### src/rtl/kis_ram.sv
module kis_ram #(
    parameter int WIDTH = 8,
    parameter int DEPTH = 256
) (
    input  logic                     i_clk,
    input  logic                     i_we,
    input  logic [$clog2(DEPTH)-1:0] i_waddr,
    input  logic [WIDTH-1:0]         i_wdata,
    input  logic [$clog2(DEPTH)-1:0] i_raddr,
    output logic [WIDTH-1:0]         o_rdata
);

    logic [WIDTH-1:0] r_mem [DEPTH];
    logic [WIDTH-1:0] r_rdata;

    always_ff @(posedge i_clk) begin
        if (i_we) begin
            r_mem[i_waddr] <= i_wdata;
        end
        r_rdata <= r_mem[i_raddr];
    end

    assign o_rdata = r_rdata;

endmodule

### config.mk
export PLATFORM = sky130hd
export DESIGN_NAME = kis_ram
export DESIGN_NICKNAME = d
export VERILOG_FILES = /design/src/rtl/kis_ram.sv
export SDC_FILE = /design/constraint.sdc
export NUM_CORES = 2
export LEC_CHECK = 0
export BUFFER_PORTS_ARGS = -buffer_cell sky130_fd_sc_hd__buf_2
export CORE_AREA = 2 2 368 370
export DETAILED_ROUTE_END_ITERATION = 16
export DIE_AREA = 0 0 370 372
export PLACE_DENSITY = 0.75
export SYNTH_ARGS = -nofsm -noshare
export SYNTH_HDL_FRONTEND = slang
export SYNTH_SLANG_ARGS = --single-unit
### constraint.sdc
create_clock -name i_clk -period 4.2 [get_ports i_clk]
set_input_delay 0.63 -clock i_clk [delete_from_list [all_inputs] [get_ports i_clk]]
set_output_delay 0.63 -clock i_clk [all_outputs]
set_load 0.005 [all_outputs]
==> flow_metrics.py <==
metrics = {
    "die": {
        "die_height_um": 372,
        "core-area_um2": 134000,
        "placementRows": 135,
        "dieWidth_um": 370,
        "start_util_pct": 59.2,
        "dieArea_um2": 138000,
        "io_pins": 34,
    },
    "placed_design": {
        "place_ws_ns": 0.124,
        "place_inst": 5513,
        "port_buffers": 33,
        "dp_hpwl_um": 115000,
        "dpl_cell_area_um2": 82500,
        "gp_congestion": 0.885,
    },
    "yosys": {
        "synthTopCellsByCount": "2,048 x edfxtp_1, 454 x mux4_2, 282 x nor2_1",
        "synth.top_cells.by_area": "edfxtp_1 77%, mux4_2 13%, mux2i_1 1.7%, nor2_1 1.3%, a22oi_1 1.3%",
        "synth.avg_cell_area_um2": 21.3,
        "synth_top_area_share_pct": 77.3,
        "async_reset_ff_share_pct": 0,
        "syn_area_um2": 79600,
        "synth_top_area_cell": "edfxtp_1",
        "yosys_register_bits": 2056,
        "synth_cells": 3733,
        "synth_fp_nets": 3759,
        "yosysWarnings": 0,
        "yosysMostFrequentCell": "edfxtp_1",
        "ys_seq_area_share_pct": 77.5,
        "synth_cell_types": 55,
        "synth-edff-count": 2048,
        "yosys_most_used_dff": "edfxtp_1",
    },
    "drt": {
        "wl_um": 190000,
        "via_per_inst": 6.81,
        "initialDrtViolationCount": 5847,
        "drtPass1Iterations": 9,
        "drc": 0,
        "postRouteAntennaNets": 0,
        "routedWlPerCell_um": 32.4,
        "vias": 39947,
    },
    "setup_path": {
        "critPathBufInv": 4,
        "worstPathArrival_ns": 4.01,
        "path_depth": 9,
        "cp_slowest_stage_delay_ns": 0.90,
        "path_cells": "buf_8, buf_12, buf_4, mux4_2, o211ai_1, nand3_1, nor4_1, buf_4, nor4_2",
        "cpMostUsedCell": "buf_4",
        "crit_fanout": 34,
        "crit_slowest_cell": "nor4_1",
        "end_kind": "flop",
        "crit_required_ns": 4.88,
        "worst-setup-path-type": "input pin to flop",
        "reg2regPathDepth": 5,
        "critical_path.top_delay_family": "buffers and inverters",
        "startpoint_type": "input pin",
    },
    "clock_tree": {
        "root_buffer": "clkbuf_16",
        "cts_max_path_buffers": 3,
        "numCtsBuffers": 195,
        "cts_hold_buf": 0,
        "htreeDepth": 4,
        "ctsResizeCount": 0,
        "cts_setup_buffers": 0,
        "cts_tree": "done",
        "worst_setup_hold_path_clk_slew_ns": 0.06,
        "clock-sinks": 2056,
        "insertion_delay_ns": 0.82,
    },
    "layout": {
        "fillCellCount": 8280,
        "drive_above_1_share_pct": 23.8,
        "stdcell_area_um2": 88700,
        "layout.cells.non_filler": 5870,
        "antennaDiodeCount": 0,
        "num-nets-final": 3955,
        "synthToLayoutAreaGrowth_pct": 11.5,
    },
    "timing": {
        "rsz0062_at_grt": "no",
        "fin_crit_ns": 3.33,
        "layout_setup_ws_ns": 0.868,
        "max_slew_margin_pct": 9.36,
        "worstMarginPinSlew_ns": 1.36,
        "final_hold_viol_count": 0,
        "fin_tns_setup_ns": 0,
        "fin_crit_sh_pct": 79.3,
        "fmax_mhz": 300,
        "setup_viol": 0,
        "slew_violations": 0,
        "clock_skew_ns": 0.0366,
    },
    "global_route": {
        "gr-total-overflow": 0,
        "grt_start_max_net_pins": 126,
        "grt_pass1_wl_um": 274000,
        "antenna_found_initial": 8,
        "track_usage_pct": 28.0,
        "grt_pass1_vias": 39228,
    },
    "pwr": {
        "ir_worst_vdd_mv": 0.419,
        "p_total_w": 0.0419,
        "powerDensity_nw_per_um2": 473,
        "leakagePower_nw": 27.6,
    },
    "outcome": {
        "outcome": "finished, final reports clean",
    },
    "worst_hold_path": {
        "hold_depth": 1,
        "hold_class": "input pin to flop",
    },
    "flow_run": {
        "cap_violations": 0,
    },
}
==> through the flow <==
stage | hold WS, ns | utilization [%]
final | 0.293 | 66.1
after global routing | 0.294 | 66.1
after CTS | 0.271 | 66.1
after detailed placement | 0.919 | 61.4
after global placement | 0.924 | 61.4
after floorplan | 0.729 | -
==> layout by cell type (no fill, tap or decap), types with 28 or more instances in the layout <==
cell type / synthesis / layout
clkbuf_16: 0 / 200
o221ai_1: 46 / 46
mux2i_1: 134 / 134
nand3_1: 34 / 34
clkinv_1: 1 / 45
buf_4: 27 / 170
nor2_1: 282 / 279
o22ai_1: 28 / 28
nor2b_1: 31 / 28
a22oi_1: 133 / 133
clkinv_2: 0 / 31
buf_12: 8 / 30
clkbuf_1: 111 / 46
mux4_2: 454 / 454
nand2_1: 33 / 33
a21oi_1: 96 / 96
edfxtp_1: 2048 / 2048
==> worst paths after layout <==
kind | start | endpoint | slack (ns)
max | i_raddr[0] | o_rdata[0] | 0.87
min | i_wdata[2] | r_mem[217][2] | 0.29
max reg2reg | r_mem[152][5] | o_rdata[5] | 1.34
min reg2reg | r_mem[33][5] | o_rdata[5] | 0.96
==> power breakdown <==
part	leakage, nW	total [W]	switching, W	internal (W)
clock	3.05	0.0172	0.00742	0.00980
combinational	6.07	0.00205	0.00132	0.000730
sequential	18.5	0.0227	0.0000493	0.0226
==> flip-flops by register name, summed over array words and instances (netlist names) <==
register  count
o_rdata       8
r_mem      2048
==> routing by layer <==
layer | GRT usage [%] | vias up | wire length (um)
met5 | 0 | - | 65
met1 | 39.9 | 20696 | 70700
met2 | 43.2 | 2763 | 90600
met4 | 10.0 | 10 | 7070
li1 | - | 16076 | -
met3 | 6.38 | 402 | 21900
==> kinds of logic (layout without fill, tap and decap cells) <==
family / count (synthesis) / after routing / share of synthesized area [%]
and+or+nand+nor: 466 / 466 / 2.63
DFF: 2056 / 2056 / 77.5
AOI/OAI and AO/OA: 385 / 385 / 3.42
muxes: 591 / 591 / 14.6
buffers and inverters: 235 / 591 / 1.83
==> area by class of cell <==
type	count	area [um2]	share of cell area (%)
sequential	2056	61700	69.5
multi-input combinational	1442	16500	18.6
clock buffer	249	5220	5.88
tap	1781	2230	2.51
timing repair buffer	232	2130	2.40
clock inverter	108	1010	1.13
inverter	2	7.51	0.00846
Note: power is estimated with default switching activity, not from simulation.
