**config.mk**
```make
export PLATFORM = sky130hd
export DESIGN_NAME = kis_div
export DESIGN_NICKNAME = d
export VERILOG_FILES = /design/src/rtl/kis_pkg.sv /design/src/rtl/kis_div.sv
export SDC_FILE = /design/constraint.sdc
export NUM_CORES = 1
export LEC_CHECK = 0
export BUFFER_PORTS_ARGS = -buffer_cell sky130_fd_sc_hd__buf_2
export CAP_MARGIN = 15
export CORE_MARGIN = 3
export CORE_UTILIZATION = 60
export CTS_BUF_LIST = sky130_fd_sc_hd__clkbuf_8
export DETAILED_ROUTE_END_ITERATION = 10
export PLACE_DENSITY = 0.88
export SYNTH_ARGS = -nofsm -noshare
export SYNTH_HDL_FRONTEND = slang
export SYNTH_SLANG_ARGS = --single-unit
```
**constraint.sdc**
```tcl
create_clock -name i_clk -period 6.85 [get_ports i_clk]
set_input_delay 1.37 -clock i_clk [delete_from_list [all_inputs] [get_ports i_clk]]
set_output_delay 1.37 -clock i_clk [all_outputs]
set_load 0.02 [all_outputs]
```
**src/rtl/kis_pkg.sv**
```systemverilog
package kis_pkg;

    localparam int MAX_FRAMES   = 256;
    localparam int MAX_SAMPLES  = 4096;
    localparam int TIME_FRAC    = 16;

    localparam int TIME_W    = 32;
    localparam int FRAME_AW  = $clog2(MAX_FRAMES);
    localparam int FCNT_W    = FRAME_AW + 1;
    localparam int SAMPLE_AW = $clog2(MAX_SAMPLES);
    localparam int SCNT_W    = SAMPLE_AW + 1;
    localparam int SPS_W     = 8;
    localparam int CFG_W     = FCNT_W;

    // shared divider: dividend holds |rel| * sample_count
    localparam int DIV_NW = TIME_W + SCNT_W + 3;
    localparam int DIV_DW = TIME_W;
    localparam int DIV_CW = $clog2(DIV_NW);

    localparam logic       OP_WRITE = 1'b0;
    localparam logic       OP_QUERY = 1'b1;

    localparam logic       CFG_FRAME_COUNT = 1'b0;
    localparam logic       CFG_SPS         = 1'b1;

    localparam logic [1:0] STAT_OK      = 2'd0;
    localparam logic [1:0] STAT_FEW     = 2'd1;
    localparam logic [1:0] STAT_OUTSIDE = 2'd2;

    typedef struct packed {
        logic              start;
        logic [DIV_NW-1:0] dividend;
        logic [DIV_DW-1:0] divisor;
    } t_div_req;

    typedef enum logic [4:0] {
        ST_IDLE,
        ST_F0,
        ST_F1,
        ST_F2,
        ST_F3,
        ST_B_CNT,
        ST_B_DIVS,
        ST_B_DIVW,
        ST_B_SMP,
        ST_B_RD,
        ST_B_CMP,
        ST_B_WR,
        ST_Q_CHK,
        ST_Q_MOD,
        ST_Q_MUL,
        ST_Q_IDX,
        ST_Q_TRD
    } t_state;

endpackage

```
**src/rtl/kis_div.sv**
```systemverilog
module kis_div (
    input  logic                      i_clk,
    input  logic                      i_rst_n,
    input  kis_pkg::t_div_req         i_req,
    output logic                      o_done,
    output logic [kis_pkg::DIV_NW-1:0] o_quot,
    output logic [kis_pkg::DIV_DW-1:0] o_rem
);

    logic                       r_run;
    logic                       r_done;
    logic [kis_pkg::DIV_CW-1:0] r_cnt;
    logic [kis_pkg::DIV_NW-1:0] r_quo;
    logic [kis_pkg::DIV_DW-1:0] r_rem;
    logic [kis_pkg::DIV_DW-1:0] r_dvs;

    logic [kis_pkg::DIV_DW:0]   w_sh;
    logic [kis_pkg::DIV_DW:0]   w_diff;
    logic                       w_ge;

    // one restoring step per cycle, quotient bits shift in behind the dividend
    assign w_sh   = {r_rem, r_quo[kis_pkg::DIV_NW-1]};
    assign w_ge   = w_sh >= {1'b0, r_dvs};
    assign w_diff = w_sh - {1'b0, r_dvs};

    always_ff @(posedge i_clk) begin
        if (!i_rst_n) begin
            r_run  <= 1'b0;
            r_done <= 1'b0;
            r_cnt  <= '0;
        end else begin
            r_done <= 1'b0;
            if (i_req.start) begin
                r_run <= 1'b1;
                r_cnt <= '0;
            end else if (r_run) begin
                if (r_cnt == kis_pkg::DIV_CW'(kis_pkg::DIV_NW - 1)) begin
                    r_run  <= 1'b0;
                    r_done <= 1'b1;
                end
                r_cnt <= r_cnt + 1'b1;
            end
        end
    end

    always_ff @(posedge i_clk) begin
        if (i_req.start) begin
            r_quo <= i_req.dividend;
            r_rem <= '0;
            r_dvs <= i_req.divisor;
        end else if (r_run) begin
            r_quo <= {r_quo[kis_pkg::DIV_NW-2:0], w_ge};
            r_rem <= w_ge ? w_diff[kis_pkg::DIV_DW-1:0] : w_sh[kis_pkg::DIV_DW-1:0];
        end
    end

    assign o_done = r_done;
    assign o_quot = r_quo;
    assign o_rem  = r_rem;

endmodule

```
==> metrics.yaml, run 1 <==
outcome: "finished clean"
crit_path_cell_trace: "ha_1 > and3_4 > and2_4 > and4_1 > o311a_1 > a21oi_2 > o21ai_2 > o32a_2 > o311ai_1 > a311oi_1"
postCtsHoldBufs: 0
setup_viol: 0
peakVddDrop_uv: 196
tightest_slew_ps: 1110
syn_area_sq_um: 6680
regArea_sq_um: 3200
stdcell_count: 924
power_mw: 2.07
fmax_mhz: 290
setup.worst_path.end_class: "flop"
clkLatencyLatePin_ps: 460
r2r-end: "o_rem[21]$_SDFFE_PP0P_"
timing.final.ws_setup_ps: 3400
synth_edf_count: 80
max_slew_margin_pct: 25.8
synth_nets: 738
cp_slowest_cell: "o32a_2"
coreArea_sq_um: 10600
yosysSeqAreaShare_pct: 48.0
synthDominantCellAreaShare_pct: 36.0
cp.depth: 10
rows: 37
die-area_sq_um: 12400
syn_area_per_cell_sq_um: 10.8
fin_crit_sh_pct: 50.4
cts_inserted_buffers: 17
viasPerCell: 6.02
multi_input_area_sq_um: 3180
grt_pass1_wl_um: 27900
synthCells: 621
clock-sinks: 120
path_clk_slew_ps: 70
ant_nets: 0
crit_path_max_fanout: 32
drc: 0
num_io_pins: 164
arrival_ps: 3830
placed_cell_area_sq_um: 7530
dp_slack_ps: 3050
cp-start-kind: "flop"
vias: 5562
h-tree-depth: 4
grt_max_degree: 80
firstDrtPassIters: 6
timing.rr.start: "o_rem[18]$_SDFFE_PP0P_"
crit_path_max_incr_delay_ps: 840
crit_required_ps: 7230
stdcell_area_sq_um: 7930
yosys_warnings: 0
rsz0062_at_grt: "no"
max_cap_violations: 0
hpwl_um: 12200
cts_tree: "built"
grt_usage_pct: 28.0
hp-class: "reg -> reg"
critical_path.endpoint: "o_rem[21]$_SDFFE_PP0P_"
fin_skew_ps: 12.4
cts_setup_buffers: 0
worstSetupStartpoint: "o_rem[18]$_SDFFE_PP0P_"
ys_ff_latch: 120
power_density_nw_per_um2: 261
cts-root-buf: "clkbuf_8"
syn2layout_area_growth_pct: 18.7
cts.path.max_buffers: 2
cp_top_family: "compound AO/OA/AOI/OAI gates"
nets: 892
drive_above_1_share_pct: 33.5
synth_ff_type: "edfxtp_1"
final_cell_mix: "162 x buf_2, 80 x edfxtp_1, 55 x nor2_1, 48 x mux2_2, 42 x nand2_1"
drv_slew: 0
grt_pass1_vias: 5615
diodes: 0
die_x_um: 112
die_y_um: 112
nFillCells: 741
port_buffers: 163
initial_core_util_pct: 63.3
synth_cell_type_count: 70
criticalPathCategory: "reg -> reg"
gp_congestion: 0.914
place_inst: 891
period_needed_ps: 3450
routedWlPerCell_um: 18.7
drt_iter0_markers: 430
cts_resized: 0
antenna_found_initial: 0
hold_viol: 0
setup_tns_ps: 0
final_common_cell: "buf_2"
synth_area_leaders: "edfxtp_1 36%, dfxtp_1 12%, mux2_2 8.1%"
drt-total-wl_um: 17300
yosysTopAreaCell: "edfxtp_1"
async_flop_share_pct: 0
overflow: 0
reg2regPathDepth: 10
worst-path-buf-inv: 0
p_leak_nw: 3.47
r2r_slack_ps: 3400
## cell type report
type	instances	share of cell area, %
Clock buffer	19	3.30
Timing Repair Buffer	166	10.8
Clock inverter	13	1.52
Sequential cell	120	40.4
Inverter	38	1.80
Multi-Input combinational cell	432	40.1
Tap cell	136	2.15
## worst min-delay path: cells and delay by family, from the launching register on
kind / cells / cell delay [ps]
compound gates: 1 / 50
simple gates: 1 / 90
flops: 1 / 330
## registers in the layout, summed over array words and instances (netlist names)
register	flops
r_cnt	6
o_quot	48
r_dvs	32
r_run	1
o_done	1
o_rem	32
## where the power goes
| group | internal, mW | switching [mW] | total [mW] | leakage, nW |
|---|---|---|---|---|
| registers | 0.848 | 0.0447 | 0.893 | 1.13 |
| clock network | 0.308 | 0.311 | 0.619 | 0.189 |
| logic | 0.223 | 0.337 | 0.561 | 2.16 |
| total | 1.38 | 0.693 | 2.07 | 3.47 |
## layer usage
| layer | wire, um | global-route usage [%] |
|---|---|---|
| met2 | 8580 | 45.6 |
| met3 | 1560 | 9.67 |
| met1 | 6840 | 34.6 |
| met5 | 0 | 0 |
| met4 | 286 | 10.3 |
## worst min-delay path by stage
| stage | start | end | slack, ps | depth (start not counted) |
|---|---|---|---|---|
| after global placement | r_cnt[5]$_SDFFE_PP0P_ | r_cnt[5]$_SDFFE_PP0P_ | 470 | 2 |
| after detailed placement | o_rem[24]$_SDFFE_PP0P_ | o_rem[24]$_SDFFE_PP0P_ | 510 | 2 |
| after global routing | o_rem[3]$_SDFFE_PP0P_ | o_rem[3]$_SDFFE_PP0P_ | 530 | 2 |
| after floorplan | r_cnt[5]$_SDFFE_PP0P_ | r_cnt[5]$_SDFFE_PP0P_ | 460 | 2 |
| final | o_rem[24]$_SDFFE_PP0P_ | o_rem[24]$_SDFFE_PP0P_ | 520 | 2 |
| after CTS | o_rem[24]$_SDFFE_PP0P_ | o_rem[24]$_SDFFE_PP0P_ | 520 | 2 |
## cell usage after synthesis (3+ instances only)
| master | count |
|---|---|
| nand2_1 | 43 |
| and3_1 | 6 |
| clkbuf_1 | 23 |
| a31o_2 | 3 |
| edfxtp_1 | 80 |
| mux2i_1 | 22 |
| nor3_1 | 7 |
| a211oi_1 | 26 |
| nor2_1 | 55 |
| and4_1 | 4 |
| xor2_1 | 11 |
| a21oi_1 | 37 |
| o21ai_1 | 5 |
| xnor2_1 | 17 |
| or3_1 | 6 |
| a31oi_1 | 8 |
| o21ai_0 | 19 |
| nand4_1 | 7 |
| buf_6 | 3 |
| inv_1 | 37 |
| ha_1 | 33 |
| nand3_1 | 7 |
| dfxtp_1 | 40 |
| a21o_1 | 11 |
| a311oi_1 | 7 |
| nor2b_1 | 5 |
| mux2_2 | 48 |
## cell families after synthesis
family,synth area share [%]
AND/OR/NAND/NOR,11.7
AO/OA/AOI/OAI,14.1
flip-flops,48.0
multiplexers,11.4
buffers and inverters,4.65
adder cells (fa/ha/maj),6.48
XOR/XNOR,3.67
## stage by stage
stage	hold slack (ps)	util, %
2_1_floorplan	458	-
3_3_place_gp	469	71.3
3_5_place_dp	511	71.3
4_1_cts	521	74.9
5_1_grt	534	75.1
6_report	518	75.1
No activity file was read; power rests on OpenSTA's default activity.
==> run 2, diff against run 1 <==
--- a/config.mk
+++ b/config.mk
@@ -5,13 +5,14 @@
 export SDC_FILE = /design/constraint.sdc
 export NUM_CORES = 1
 export LEC_CHECK = 0
+export ABC_AREA = 1
 export BUFFER_PORTS_ARGS = -buffer_cell sky130_fd_sc_hd__buf_2
 export CAP_MARGIN = 15
 export CORE_MARGIN = 3
-export CORE_UTILIZATION = 60
+export CORE_UTILIZATION = 57
 export CTS_BUF_LIST = sky130_fd_sc_hd__clkbuf_8
 export DETAILED_ROUTE_END_ITERATION = 10
-export PLACE_DENSITY = 0.88
+export PLACE_DENSITY = 0.83
 export SYNTH_ARGS = -nofsm -noshare
 export SYNTH_HDL_FRONTEND = slang
 export SYNTH_SLANG_ARGS = --single-unit
==> constraint.sdc (replaced) <==
create_clock -name i_clk -period 3.23 [get_ports i_clk]
set_input_delay 0.646 -clock i_clk [delete_from_list [all_inputs] [get_ports i_clk]]
set_output_delay 0.646 -clock i_clk [all_outputs]
set_load 0.02 [all_outputs]
==> run 2 against run 1 <==
Against the previous run: clock power increased to 2.5 times the previous value; flip-flop and latch count unchanged; final cell count increased by 54%; critical path type unchanged; routed wire length increased by 17%.
==> metrics.yaml, run 2 <==
outcome: "finished clean"
cts_inserted_buffers: 17
nets: 1356
yosysSeqAreaShare_pct: 41.9
crit_path_max_fanout: 34
syn2layout_area_growth_pct: 18.3
power_density_nw_per_um2: 433
grt_usage_pct: 28.1
synth.top_cells.by_count: "464 x nand2_1, 184 x inv_1, 80 x edfxtp_1"
setup_viol: 0
synth_area_leaders: "edfxtp_1 31%, nand2_1 23%, dfxtp_1 10%"
setup_tns_ps: 0
grt_pass1_wl_um: 32900
max_slew_margin_pct: 59.5
max_cap_violations: 0
pwr-share-seq_pct: 46.1
r2r_slack_ps: 610
arrival_ps: 3000
die-area_sq_um: 14900
cts_setup_buffers: 0
hpwl_um: 15400
setup.worst_path.end_class: "flop"
port_buffers: 163
drive_above_1_share_pct: 18.6
rsz0062_at_grt: "no"
period_needed_ps: 2620
synth_most_common_cell: "nand2_1"
path_clk_slew_ps: 80
gp_congestion: 1.03
switching_share_pct: 27.0
nFillCells: 1106
cp-start-kind: "flop"
largest_reg_flops: 48
final_common_cell: "nand2_1"
diodes: 0
yosys_warnings: 0
tightest_slew_ps: 607
regArea_sq_um: 3200
synth_edf_count: 80
drc: 0
die_x_um: 122
peakVddDrop_uv: 392
syn_area_per_cell_sq_um: 7.11
criticalPathCategory: "reg -> reg"
viasPerCell: 5.11
power_mw: 3.92
grt_max_degree: 51
fmax_mhz: 382
drt-total-wl_um: 20200
drv_slew: 0
p_int_mw: 2.86
clkLatencyLatePin_ps: 450
fin_skew_ps: 16.2
cts_resized: 0
grt_pass1_vias: 7061
vias: 7276
hold_viol: 0
multi_input_area_sq_um: 3570
synth_ff_type: "edfxtp_1"
coreArea_sq_um: 12900
postCtsHoldBufs: 0
pwr-share-clk_pct: 40.2
ys_ff_latch: 120
initial_core_util_pct: 59.4
hp-class: "in -> reg"
synthDominantCellAreaShare_pct: 31.4
drt_iter0_markers: 546
cts.path.max_buffers: 2
synthCells: 1076
fin_crit_sh_pct: 81.1
die_y_um: 122
synth_cell_type_count: 38
firstDrtPassIters: 5
crit_required_ps: 3610
p_leak_nw: 5.04
h-tree-depth: 4
syn_area_sq_um: 7650
routedWlPerCell_um: 14.2
clock-sinks: 120
power.switching_mw: 1.06
num_io_pins: 164
p_comb_share_pct: 13.7
final_cell_mix: "464 x nand2_1, 184 x inv_1, 163 x buf_2, 80 x edfxtp_1, 76 x nand3_1"
ant_nets: 0
cts_tree: "built"
overflow: 0
synth_nets: 1193
antenna_found_initial: 1
cts-root-buf: "clkbuf_8"
yosysTopAreaCell: "edfxtp_1"
async_flop_share_pct: 0
rows: 41
## run 2: cells by family after synthesis
group           count (synthesis)  synth area share [%]
flops                         120                  41.9
xor+xnor                       14                  1.60
fa+ha+maj                      34                  5.66
buf+inv                       218                  11.5
compound gates                 46                  3.27
simple gates                  644                  36.1
## run 2: routing by layer
metal / wire, um / up-vias / global-route usage, % / part of all wire, %
met2: 9630 / 285 / 47.9 / 48
met3: 1690 / 36 / 7.34 / 8.3
met4: 463 / 2 / 9.59 / 2.3
li1: - / 3671 / - / -
met1: 8440 / 3282 / 34.7 / 42
met5: 13 / - / 0 / 0.064
## run 2: layout make-up
class / instances / area share, %
repair buffers: 171 / 9.81
well taps: 172 / 2.38
clock buffers: 17 / 2.58
flip-flops and latches: 120 / 35.4
multi-input cells: 738 / 39.4
clock inverters: 15 / 2.47
inverters: 191 / 7.92
## run 2: critical path: stages (launching register included)
cell	delay, ps
edfxtp_1	390
inv_1	90
ha_1	280
nand2_1	100
nand2_1	100
a21oi_1	200
nand2_1	100
nand2_1	80
nand2_2	80
nor2_8	480
nand2_8	270
nand2_1	150
nand3_1	100
o21ai_1	110
## run 2: worst paths after layout
| path | from | to | cells after the start |
|---|---|---|---|
| setup / recovery | r_dvs[22]$_DFFE_PP_ | o_rem[3]$_SDFFE_PP0P_ | 13 |
| hold reg to reg | o_rem[14]$_SDFFE_PP0P_ | o_rem[14]$_SDFFE_PP0P_ | 2 |
| hold / removal | i_req[28] | r_dvs[28]$_DFFE_PP_ | 1 |
| setup reg to reg | r_dvs[22]$_DFFE_PP_ | o_rem[3]$_SDFFE_PP0P_ | 13 |
## run 2: power groups by stage
stage          Clock [mW]  Sequential, mW  Combinational [mW]
2_1_floorplan           0            1.91               0.255
3_3_place_gp            0            1.84               0.527
3_5_place_dp            0            1.83               0.538
4_1_cts              1.59            1.81               0.539
5_1_grt              1.66            1.82               0.597
6_report             1.57            1.81               0.538
## run 2: per-stage QoR
stage / hold WS (ps) / utilization [%] / instance area, sq um / cells / worst slack (ps)
CTS: 350 / 70.3 / 9050 / 1424 / 665
floorplan: 454 / - / 7650 / 1076 / 258
global route: 355 / 70.3 / 9050 / 1424 / 421
finish: 365 / 70.3 / 9050 / 1424 / 612
global placement: 470 / 66.7 / 8590 / 1392 / 737
detailed placement: 474 / 66.7 / 8590 / 1392 / 699
==> run 3, diff against run 2 <==
--- a/config.mk
+++ b/config.mk
@@ -9,10 +9,10 @@
 export BUFFER_PORTS_ARGS = -buffer_cell sky130_fd_sc_hd__buf_2
 export CAP_MARGIN = 15
 export CORE_MARGIN = 3
-export CORE_UTILIZATION = 57
+export CORE_UTILIZATION = 52
 export CTS_BUF_LIST = sky130_fd_sc_hd__clkbuf_8
 export DETAILED_ROUTE_END_ITERATION = 10
-export PLACE_DENSITY = 0.83
+export PLACE_DENSITY = 0.8
 export SYNTH_ARGS = -nofsm -noshare
 export SYNTH_HDL_FRONTEND = slang
 export SYNTH_SLANG_ARGS = --single-unit
==> constraint.sdc (replaced) <==
create_clock -name i_clk -period 2.4 [get_ports i_clk]
set_input_delay 0.48 -clock i_clk [delete_from_list [all_inputs] [get_ports i_clk]]
set_output_delay 0.48 -clock i_clk [all_outputs]
set_load 0.02 [all_outputs]
==> run 3 against run 2 <==
Against the previous run: first-iteration DRC count up 1.5%; count of clock-buffer cells in the layout unchanged; clock skew up 1.5 ps; combinational power up 40%; global-route usage down 1.4 points; non-clock buffer count up 17; via count up 0.99%; worst hold slack worse by 170 ps; final cell count up 1.8%.
==> metrics.yaml, run 3 (synthesized netlist as in run 2, its figures left out) <==
outcome: "finished clean"
grt_pass1_wl_um: 34100
final_common_cell: "nand2_1"
setup_tns_ps: 0
hp-class: "in -> reg"
r2r_slack_ps: 150
cts-root-buf: "clkbuf_8"
fin_skew_ps: 17.8
crit_required_ps: 2750
nFillCells: 1306
path_clk_slew_ps: 90
setup_viol: 0
viasPerCell: 5.07
rows: 43
timing.rr.start: "o_rem[17]$_SDFFE_PP0P_"
final_cell_mix: "463 x nand2_1, 183 x inv_1, 163 x buf_2, 80 x edfxtp_1, 75 x nand3_1"
fmax_mhz: 444
drive_above_1_share_pct: 20.2
firstDrtPassIters: 5
hp-start: "i_req[20]"
hpwl_um: 16800
max_slew_margin_pct: 73.2
clkLatencyLatePin_ps: 460
syn2layout_area_growth_pct: 20.2
diodes: 0
clock-sinks: 120
power_density_nw_per_um2: 550
h-tree-depth: 4
cts_setup_buffers: 0
grt_usage_pct: 26.7
cts_inserted_buffers: 17
reg2regPathDepth: 16
largest_reg_flops: 48
rsz0062_at_grt: "no"
drc: 0
vias: 7348
postCtsHoldBufs: 0
antenna_found_initial: 0
die-area_sq_um: 16200
tightest_slew_ps: 403
die_y_um: 127
cts.path.max_buffers: 2
fin_crit_sh_pct: 93.9
period_needed_ps: 2250
num_io_pins: 164
ant_nets: 0
port_buffers: 163
worstSetupStartpoint: "o_rem[17]$_SDFFE_PP0P_"
r2r-end: "o_rem[26]$_SDFFE_PP0P_"
crit_path_max_fanout: 10
coreArea_sq_um: 14100
final_util_pct: 65.0
cts_tree: "built"
drv_slew: 0
nets: 1373
drt_iter0_markers: 554
initial_core_util_pct: 54.1
cts_resized: 0
routedWlPerCell_um: 14.7
grt_pass1_vias: 7129
hold_viol: 0
arrival_ps: 2600
die_x_um: 127
drt-total-wl_um: 21300
critical_path.endpoint: "o_rem[26]$_SDFFE_PP0P_"
cp-start-kind: "flop"
criticalPathCategory: "reg -> reg"
max_cap_violations: 0
peakVddDrop_uv: 604
gp_congestion: 0.978
setup.worst_path.end_class: "flop"
overflow: 0
p_leak_nw: 5.10
grt_max_degree: 41
-- run 3: worst max-delay path, cell delays in order (launching register included) --
cell and delay, ps:
dfxtp_1 470, ha_1 360, nand2_1 100, nand2_1 80, nand2_1 80, nand2_1 90, nand2_1 70, nand2_1 60
nand2_1 70, nand2_2 80, nor2_8 160, buf_4 220, nand3_1 90, nand2_1 60, inv_1 40, nand2_1 60
nand2_1 50
-- run 3: cell type report --
| class | instances | area [sq um] | share of cell area (%) |
|---|---|---|---|
| multi-input combinational | 738 | 3590 | 39.0 |
| sequential | 120 | 3200 | 34.8 |
| timing repair buffer | 188 | 1070 | 11.6 |
| inverter | 191 | 717 | 7.79 |
| clock buffer | 17 | 234 | 2.54 |
| tap | 180 | 225 | 2.45 |
| clock inverter | 15 | 163 | 1.77 |
-- run 3: where the power goes --
group | total (mW) | switching, mW | leakage, nW | internal [mW]
registers | 2.43 | 0.0679 | 1.13 | 2.36
logic | 0.751 | 0.493 | 3.78 | 0.258
clock network | 1.88 | 0.940 | 0.196 | 0.939
total | 5.06 | 1.50 | 5.10 | 3.56
-- run 3: per-stage QoR --
| step | std cells | hold slack (ps) | area [sq um] | power, mW | setup WS [ps] |
|---|---|---|---|---|---|
| floorplan | 1076 | 454 | 7660 | 2.92 | 293 |
| global placement | 1417 | 469 | 8770 | 3.20 | 126 |
| detailed placement | 1417 | 483 | 8770 | 3.22 | 74.3 |
| CTS | 1449 | 171 | 9170 | 5.08 | 61.7 |
| global route | 1449 | 170 | 9200 | 5.27 | 1.68 |
| finish | 1449 | 194 | 9200 | 5.06 | 147 |
-- run 3: how the worst min path moves through the flow --
stage | to | slack (ps) | cells after the start
2_1_floorplan | r_cnt[0]$_SDFFE_PP0P_ | 450 | 1
3_3_place_gp | o_rem[15]$_SDFFE_PP0P_ | 470 | 2
3_5_place_dp | o_rem[31]$_SDFFE_PP0P_ | 480 | 2
4_1_cts | r_dvs[20]$_DFFE_PP_ | 170 | 1
5_1_grt | r_dvs[30]$_DFFE_PP_ | 170 | 1
6_report | r_dvs[20]$_DFFE_PP_ | 190 | 1
-- run 3: metal layers --
layer / GRT usage, % / up-vias / wire length [um]
li1: - / 3700 / -
met1: 32.9 / 3321 / 8980
met2: 44.5 / 286 / 10000
met3: 7.69 / 41 / 1740
met4: 9.78 / 0 / 542
met5: 0 / - / 0
